## src/design/zone_point_evaluator_top_macros.svh

```systemverilog
// Assertion helpers shared by the evaluator RTL
`ifndef ZONE_POINT_EVALUATOR_TOP_MACROS_SVH
`define ZONE_POINT_EVALUATOR_TOP_MACROS_SVH

// Same-cycle implication, disabled during reset
`define ZPE_ASSERT_IMPL(lbl, clk_s, rstn_s, ante, cons) \
	lbl: assert property (@(posedge clk_s) disable iff (!rstn_s) (ante) |-> (cons)) \
		else $error("zpe assertion failed");

// Next-cycle implication, disabled during reset
`define ZPE_ASSERT_NEXT(lbl, clk_s, rstn_s, ante, cons) \
	lbl: assert property (@(posedge clk_s) disable iff (!rstn_s) (ante) |=> (cons)) \
		else $error("zpe assertion failed");

`endif

```

## src/design/zpe_pkg.sv

```systemverilog
package zpe_pkg;

	// default sizing
	localparam int DEF_MAX_ZONES    = 16;
	localparam int DEF_MAX_VERTICES = 256;
	localparam int DEF_COORD_BITS   = 32;

	localparam logic [15:0] SPEED_LIMIT_RST = 16'hFFFF;

	// opcodes
	localparam logic [2:0] OP_CLEAR = 3'd0;
	localparam logic [2:0] OP_BEGIN = 3'd1;
	localparam logic [2:0] OP_ADD   = 3'd2;
	localparam logic [2:0] OP_CLOSE = 3'd3;
	localparam logic [2:0] OP_QUERY = 3'd4;

	// status codes
	localparam logic [2:0] ST_ACCEPTED = 3'd0;
	localparam logic [2:0] ST_NO_MATCH = 3'd1;
	localparam logic [2:0] ST_KEEPOUT  = 3'd2;
	localparam logic [2:0] ST_MATCHED  = 3'd3;
	localparam logic [2:0] ST_INVALID  = 3'd4;
	localparam logic [2:0] ST_FULL     = 3'd5;

	// zone kinds
	localparam logic [1:0] KIND_KEEPOUT = 2'd0;
	localparam logic [1:0] KIND_SPEED   = 2'd1;
	localparam logic [1:0] KIND_LANE    = 2'd2;

	localparam int MIN_POINTS = 3;

	// edge test result
	typedef struct packed {
		logic done;
		logic crosses;
	} edge_res_t;

endpackage

```

## src/design/zpe_edge_unit.sv

```systemverilog
module zpe_edge_unit #(
	parameter int COORD_BITS = zpe_pkg::DEF_COORD_BITS
) (
	input  logic                         clk,
	input  logic                         arst_n,
	input  logic                         start,
	input  logic signed [COORD_BITS-1:0] xi,
	input  logic signed [COORD_BITS-1:0] yi,
	input  logic signed [COORD_BITS-1:0] xj,
	input  logic signed [COORD_BITS-1:0] yj,
	input  logic signed [COORD_BITS-1:0] px,
	input  logic signed [COORD_BITS-1:0] py,
	output zpe_pkg::edge_res_t           res
);
	import zpe_pkg::*;

	localparam int D = COORD_BITS + 1;
	localparam int H = (D + 1) / 2;
	localparam int P = 2 * D;

	typedef enum logic [3:0] {
		E_IDLE = 4'b0001,
		E_MUL  = 4'b0010,
		E_FIN  = 4'b0100,
		E_CMP  = 4'b1000
	} estate_t;

	function automatic logic [D-1:0] mag_of(input logic signed [D-1:0] v);
		mag_of = v[D-1] ? D'(-v) : D'(v);
	endfunction

	function automatic logic [H-1:0] half_of(input logic [D-1:0] m, input logic hi);
		half_of = hi ? H'(m >> H) : m[H-1:0];
	endfunction

	// sign-magnitude less-than
	function automatic logic less_w(input logic an, input logic [P-1:0] am,
			input logic bn, input logic [P-1:0] bm);
		if (an != bn) begin
			less_w = an;
		end else begin
			less_w = an ? (am > bm) : (am < bm);
		end
	endfunction

	estate_t          state_q;
	logic [1:0]       cnt_q;
	logic             pv_q;
	logic [1:0]       sh_q;
	logic [D-1:0]     m_a1_q, m_b1_q, m_a2_q, m_b2_q;
	logic             n1_q, n2_q, dpos_q;
	logic [2*H-1:0]   prod1_q, prod2_q;
	logic [P-1:0]     acc1_q, acc2_q;
	edge_res_t        res_q;

	logic signed [D-1:0] a1, b1, a2, b2;
	logic                straddle;
	logic                l_neg, r_neg, crosses;

	// edge differences and straddle test
	always_comb begin
		a1 = {px[COORD_BITS-1], px} - {xi[COORD_BITS-1], xi};
		b1 = {yj[COORD_BITS-1], yj} - {yi[COORD_BITS-1], yi};
		a2 = {xj[COORD_BITS-1], xj} - {xi[COORD_BITS-1], xi};
		b2 = {py[COORD_BITS-1], py} - {yi[COORD_BITS-1], yi};
		straddle = (yi > py) != (yj > py);
	end

	// final compare of the two cross products
	always_comb begin
		l_neg = n1_q && (acc1_q != '0);
		r_neg = n2_q && (acc2_q != '0);
		crosses = dpos_q ? less_w(l_neg, acc1_q, r_neg, acc2_q)
		                 : less_w(r_neg, acc2_q, l_neg, acc1_q);
	end

	// control
	always_ff @(posedge clk or negedge arst_n) begin
		if (!arst_n) begin
			state_q <= E_IDLE;
			cnt_q   <= '0;
			pv_q    <= 1'b0;
			res_q   <= '0;
		end else begin
			res_q.done <= 1'b0;
			pv_q       <= (state_q == E_MUL);
			unique case (state_q)
				E_IDLE: begin
					if (start) begin
						if (straddle) begin
							state_q <= E_MUL;
							cnt_q   <= '0;
						end else begin
							res_q.done    <= 1'b1;
							res_q.crosses <= 1'b0;
						end
					end
				end
				E_MUL: begin
					cnt_q <= cnt_q + 2'd1;
					if (cnt_q == 2'd3) begin
						state_q <= E_FIN;
					end
				end
				E_FIN: begin
					state_q <= E_CMP;
				end
				E_CMP: begin
					res_q.done    <= 1'b1;
					res_q.crosses <= crosses;
					state_q       <= E_IDLE;
				end
				default: state_q <= E_IDLE;
			endcase
		end
	end

	// operands, partial products and accumulation
	always_ff @(posedge clk) begin
		if (state_q == E_IDLE && start) begin
			m_a1_q <= mag_of(a1);
			m_b1_q <= mag_of(b1);
			m_a2_q <= mag_of(a2);
			m_b2_q <= mag_of(b2);
			n1_q   <= a1[D-1] ^ b1[D-1];
			n2_q   <= a2[D-1] ^ b2[D-1];
			dpos_q <= !b1[D-1];
			acc1_q <= '0;
			acc2_q <= '0;
		end else if (pv_q) begin
			acc1_q <= acc1_q + (P'(prod1_q) << (sh_q * H));
			acc2_q <= acc2_q + (P'(prod2_q) << (sh_q * H));
		end
		prod1_q <= (2*H)'(half_of(m_a1_q, cnt_q[1])) * (2*H)'(half_of(m_b1_q, cnt_q[0]));
		prod2_q <= (2*H)'(half_of(m_a2_q, cnt_q[1])) * (2*H)'(half_of(m_b2_q, cnt_q[0]));
		sh_q    <= {1'b0, cnt_q[1]} + {1'b0, cnt_q[0]};
	end

	assign res = res_q;
endmodule

```

## config.mk

```make
export PLATFORM = sky130hd
export DESIGN_NAME = zpe_edge_unit
export DESIGN_NICKNAME = d
export VERILOG_FILES = /design/src/design/zone_point_evaluator_top_macros.svh /design/src/design/zpe_pkg.sv /design/src/design/zpe_edge_unit.sv
export SDC_FILE = /design/constraint.sdc
export NUM_CORES = 2
export LEC_CHECK = 0
export BUFFER_PORTS_ARGS = -buffer_cell sky130_fd_sc_hd__buf_4
export CELL_PAD_IN_SITES_DETAIL_PLACEMENT = 1
export CELL_PAD_IN_SITES_GLOBAL_PLACEMENT = 2
export CORE_ASPECT_RATIO = 1.25
export CORE_MARGIN = 1
export CORE_UTILIZATION = 40
export DETAILED_ROUTE_END_ITERATION = 7
export GPL_ROUTABILITY_DRIVEN = 0
export PLACE_DENSITY_LB_ADDON = 0.1
export SYNTH_ARGS = -nofsm -noshare
export SYNTH_HDL_FRONTEND = slang
export SYNTH_SLANG_ARGS = --single-unit
```

## constraint.sdc

```tcl
create_clock -name clk -period 9.15 [get_ports clk]
set_clock_uncertainty 0.15 [all_clocks]
set_input_delay 1.83 -clock clk [delete_from_list [all_inputs] [get_ports clk]]
set_output_delay 1.83 -clock clk [all_outputs]
set_load 0.01 [all_outputs]
```

### After elaboration in Yosys (flattened, before gate mapping)

Cells that the tools add are included.

* flip-flop bits (word level): 346
* input bits: 195
* logic and storage cells: 92

* add/subtract/negate cells: 12
* multiply operators: 3
* order comparisons: 6
* equal/unequal tests: 12
* shift operators: 2
* multiplexer cells: 23
* bitwise operators: 2
* reduce and logical (&&, ||, !) cells: 11

Operator list (count)
* 66-bit adder: 2
* 66-bit greater-than comparator: 2
* 66-bit less-than comparator: 2
* 33-bit negator: 4
* 66-bit nonzero test: 2
* 34-bit by 7-bit << shifter with 66-bit output: 2
* 32-bit by 32-bit subtractor with 33-bit output: 4
* 32-bit 2-to-1 mux: 4
* 17-bit by 17-bit multiplier with 34-bit output: 2
* 17-bit 2-to-1 mux: 4
* 32-bit greater-than comparator: 2
* 4-bit 2-to-1 mux: 3
* 4-bit case mux with 3 select lines: 1
* 3-bit AND reduction: 3
* 2-bit 2-to-1 mux: 4
* 2-bit case mux with 2 select lines: 2
* 2-bit by 5-bit multiplier with 7-bit output, second input constant: 1
* 2-bit != test, second input constant: 3
* 1-bit 2-to-1 mux: 5
* 4-bit by 1-bit equality test with 1-bit output, second input constant: 1
* 4-bit by 2-bit equality test with 1-bit output, second input constant: 1
* 4-bit by 3-bit equality test with 1-bit output, second input constant: 1
* 4-bit equality test, second input constant: 1
* 2-bit nonzero test: 2
* 8 further kinds: 13

### Logic depth before layout (Yosys ltp)

* word-level depth: 6
* depth in mapped cells: 29
* gate-level depth less buffers: 26

### Least setup slack after synthesis

OpenSTA, ideal clock, no wires.

* kind: register -> register
* start: register cnt_q[1]
* end: register prod1_q[31]
* arrival: 7.328 ns
* data required time: 8.928 ns
* path slack: 1.600 ns
* cell stages (with the launch flop): 26
* buffers on the path: 3
* clock period less this slack: 7.550 ns
* cells stage by stage: dfrtp_1 > clkbuf_1 > buf_1 > buf_1 > mux2_2 > nand2_1 > fa_1 > fa_1 > inv_1 > fa_1 > inv_1 > fa_1 > fa_1 > fa_1 > inv_1 > ha_1 > a21o_1 > a21oi_1 > o21ai_0 > a21o_1 > a311o_1 > a2111oi_0 > o31ai_1 > a31o_2 > a21oi_1 > xnor2_1

* word-level cells in the longest chain between the ends: 2

RTL lines
* start: declaration: RTL line zpe_edge_unit.sv:47 `logic [1:0] cnt_q;`
* start signal: assignment: RTL line zpe_edge_unit.sv:100 `cnt_q <= cnt_q + 2'd1;`
* 17-bit 2-to-1 mux: RTL line zpe_edge_unit.sv:33 `half_of = hi ? H'(m >> H) : m[H-1:0];`
* 17-bit by 17-bit multiplier with 34-bit output: RTL line zpe_edge_unit.sv:134 `prod1_q <= (2*H)'(half_of(m_a1_q, cnt_q[1])) * (2*H)'(half_of(m_b1_q, cnt_q[0]));`
* end signal: assignment: RTL line zpe_edge_unit.sv:134
* end: declaration: RTL line zpe_edge_unit.sv:52 `logic [2*H-1:0] prod1_q, prod2_q;`

Every way passes these cells.
A chain may end at the register's enable or synchronous reset.

### Worst setup path in the final report

Ends and elaborated chain as after synthesis.

==> key figures <==
Clock network
  • Reg clk slew, reported paths: 0.07 ns
  • Clk sink count: 346
  • Post-cts repair resize count: 0
  • CTS buffer count: 41
  • CTS tree: done
  • Clock latency on the worst-skew pair: 0.62 ns
  • CTS Hold Bufs: 0
  • Clock Path Buffers: 3
  • CTS H-tree lvls: 2
  • Post-CTS setup repair buffer count: 0
  • Clock root buffer: clkbuf_16

GRT
  • Global-route wire length before repair: 283.8 mm
  • Total GRT Usage: 28.61%
  • Vias in the first global route: 47,640
  • Initial antenna violation count: 0
  • Largest net degree at the start of global routing: 138
  • Grt ovf: 0

Cells and area
  • Nets: 7,463
  • Share of layout cells above drive strength 1: 7.179%
  • Filler Cells Inserted: 15,290
  • Area Growth Syn to Fin: 9.331%

STA
  • Period utilization: 88.10%
  • Endpoints failing setup: 0
  • RSZ-0062 raised after global routing: no
  • FMAX: 124.0 MHz
  • Max-slew headroom: 20.59%
  • Final number of hold-violating endpoints: 0
  • Slew Viols, Final: 0
  • Total negative slack: 0 ns
  • Worst Tran Pin Value: 1.187 ns
  • Final min period: 8.061 ns

Floorplanning
  • Die Area: 129,200 um^2
  • Core Box Area: 126,800 um^2
  • Chip width: 321.7 um
  • Row Count: 146
  • Initial core utilization: 40.30%
  • Die Span Y: 401.6 um
  • I/O Pins: 197

Synthesis
  • Adder-cell share of the synthesized area: 31.94%
  • Ys flop type: dfxtp_1
  • Net Count, Synth: 7,375
  • Count of cell types in the netlist: 93
  • Synth Area in XOR/XNOR: 6.651%
  • #FFs+latches synth: 346
  • Seq/Total Area, Yosys: 16.29%
  • Asr flop ratio synth: 2.601%
  • Number of flops mapped to enable cells by yosys: 135
  • Largest family of logic cells by synthesized area: adder cells
  • Cells after Synth: 6,148
  • Synth warn: 0
  • Simple-gate portion of the synthesized area: 16.62%
  • Syn avg cell area: 8.310 um^2
  • Synth Cell Area: 51,090 um^2
  • Synth Area in Compound Gates: 16.07%
  • Multiplexer share of the synthesized area: 4.883%

Route
  • Antenna-violating nets left: 0
  • Drt total wl: 185.0 mm
  • Met2 WL: 94.48 mm
  • Starting DRC count in detailed routing: 2,157
  • Wirelength per Cell: 23.21 um
  • Via Count: 44,040
  • Vias/cell: 5.526
  • Residual DRC: 0
  • Metal1 wirelength: 75.71 mm
  • Top Layer Used: met4
  • Met3 routed WL: 5.060 mm
  • DR pass1 iterations: 5

Outcome
  • Status: finished, final reports clean

Critical path
  • Worst Path Class, Setup: flip-flop to flip-flop
  • CP peak stage delay: 0.71 ns
  • CP most frequent cell: fa_1
  • Startpoint type of the worst setup path: flip-flop
  • Setup crit end kind: flip-flop
  • Worst reg2reg path depth: 22
  • CP Max Fanout: 45
  • Slowest stage cell, crit path: a2111oi_0
  • R2r endpoint: prod1_q[31]
  • Critical path data required time: 9.55 ns
  • R2R Setup Slk: 1.09 ns
  • Cell Chain, Critical Path: buf_4 -> mux2_2 -> nand2_1 -> fa_1 -> fa_1 -> fa_1 -> inv_1 -> fa_1 -> fa_1 -> inv_1 -> fa_1 -> inv_1 -> ha_1 -> a21oi_1 -> o21ai_0 -> a21o_1 -> a311o_1 -> a2111oi_0 -> o31ai_1 -> a31o_2 -> a21oi_1 -> xnor2_1
  • Crit path DAT: 8.46 ns
  • Worst setup endpoint: prod1_q[31]
  • Crit-path leading delay family: adder cells
  • Reg2Reg Launch Point: cnt_q[1]
  • Worst Path Buf+Inv: 4
  • Critical path origin: cnt_q[1]
  • WP depth: 22

Job
  • Max-Cap Viols: 0

Hold path
  • Min-delay worst type: flip-flop to flip-flop

Place
  • PortBufs: 196
  • DPL Wire Length: 156.9 mm
## layout by cell type (no fill, tap or decap), types with 66 or more instances in the layout
master    count
ha_1        578
and2_1       66
nand4_1      73
nor2_1      637
nor2b_1      88
mux2i_1     175
buf_4       251
a21oi_1     370
a21o_1      224
nand2_1     590
fa_1        454
xnor2_1     258
edfxtp_1    135
dfxtp_1     200
o21ai_0     228
nor3_1       75
mux2_2       66
xor2_1      130
nand3_1      80
inv_1       817
## per-stage QoR
stage | worst slack, ns | hold slack [ns] | area, um^2 | util (%) | cells
5_1_grt | 0.6622 | 0.3743 | 55850 | 44.06 | 7970
2_1_floorplan | 1.600 | 0.3117 | 51090 | - | 6148
4_1_cts | 1.035 | 0.3477 | 55850 | 44.06 | 7970
3_5_place_dp | 0.9938 | 0.3489 | 54400 | 42.91 | 7895
6_report | 1.089 | 0.3570 | 55860 | 44.06 | 7971
3_3_place_gp | 1.081 | 0.3500 | 54400 | 42.91 | 7895
## cell families (layout without fill, tap and decap cells)
kind of cell / after synthesis / in the layout
flip-flops: 346 / 346
multiplexers: 241 / 241
XOR/XNOR: 388 / 388
adder cells (fa/ha/maj): 1032 / 1032
AND/OR/NAND/NOR: 1850 / 1850
buffers and inverters: 1026 / 1146
AO/OA/AOI/OAI: 1265 / 1265
other: 0 / 1
## synth_stat cells, types with 90 or more instances
master | number | share of area (%)
ha_1 | 578 | 14
a21o_1 | 224 | 3.3
xnor2_1 | 258 | 4.4
dfxtp_1 | 202 | 7.9
xor2_1 | 130 | 2.2
inv_1 | 817 | 6.0
nand2_1 | 590 | 4.3
nor2b_1 | 90 | 1.1
mux2i_1 | 175 | 3.4
clkbuf_1 | 194 | 1.4
o21ai_0 | 228 | 2.2
edfxtp_1 | 135 | 7.9
nor2_1 | 639 | 4.7
a21oi_1 | 370 | 3.6
fa_1 | 454 | 18
## how the worst min path moves through the flow
stage / start / endpoint / slack, ns / cells after the start
5_1_grt: state_q[1] / state_q[3] / 0.37 / 1
4_1_cts: state_q[1] / state_q[3] / 0.35 / 1
3_5_place_dp: state_q[3] / state_q[3] / 0.35 / 1
6_report: state_q[1] / state_q[3] / 0.36 / 1
3_3_place_gp: state_q[3] / state_q[3] / 0.35 / 1
2_1_floorplan: state_q[3] / state_q[3] / 0.31 / 1
## area by class of cell
cell class              count  area, um^2  share of cell area (%)
clock inverters            27       331.6                  0.5936
clock buffers              48        1124                   2.012
repair buffers            252        1904                   3.409
inverters                 819        3082                   5.517
multi-input cells        4776       38950                   69.72
well taps                1702        2130                   3.812
diodes                      1       2.502                0.004480
flip-flops and latches    346        8338                   14.93
## flip-flops by register name (all words and copies together) (netlist names)
name	count
state_q	4
acc2_q	66
m_b2_q	33
m_a2_q	33
n2_q	1
prod1_q	34
dpos_q	1
m_a1_q	33
prod2_q	34
m_b1_q	33
cnt_q	2
acc1_q	66
sh_q	2
pv_q	1
res	2
n1_q	1
## per-layer routing
layer / track usage (%) / vias up
li1: - / 20970
met1: 33.27 / 21900
met3: 2.149 / 337
met5: 0 / -
met2: 52.81 / 835
met4: 13.14 / 0
Power is not shown: default switching activity piles up to over one toggle a cycle in this logic, so the estimate is an artifact.
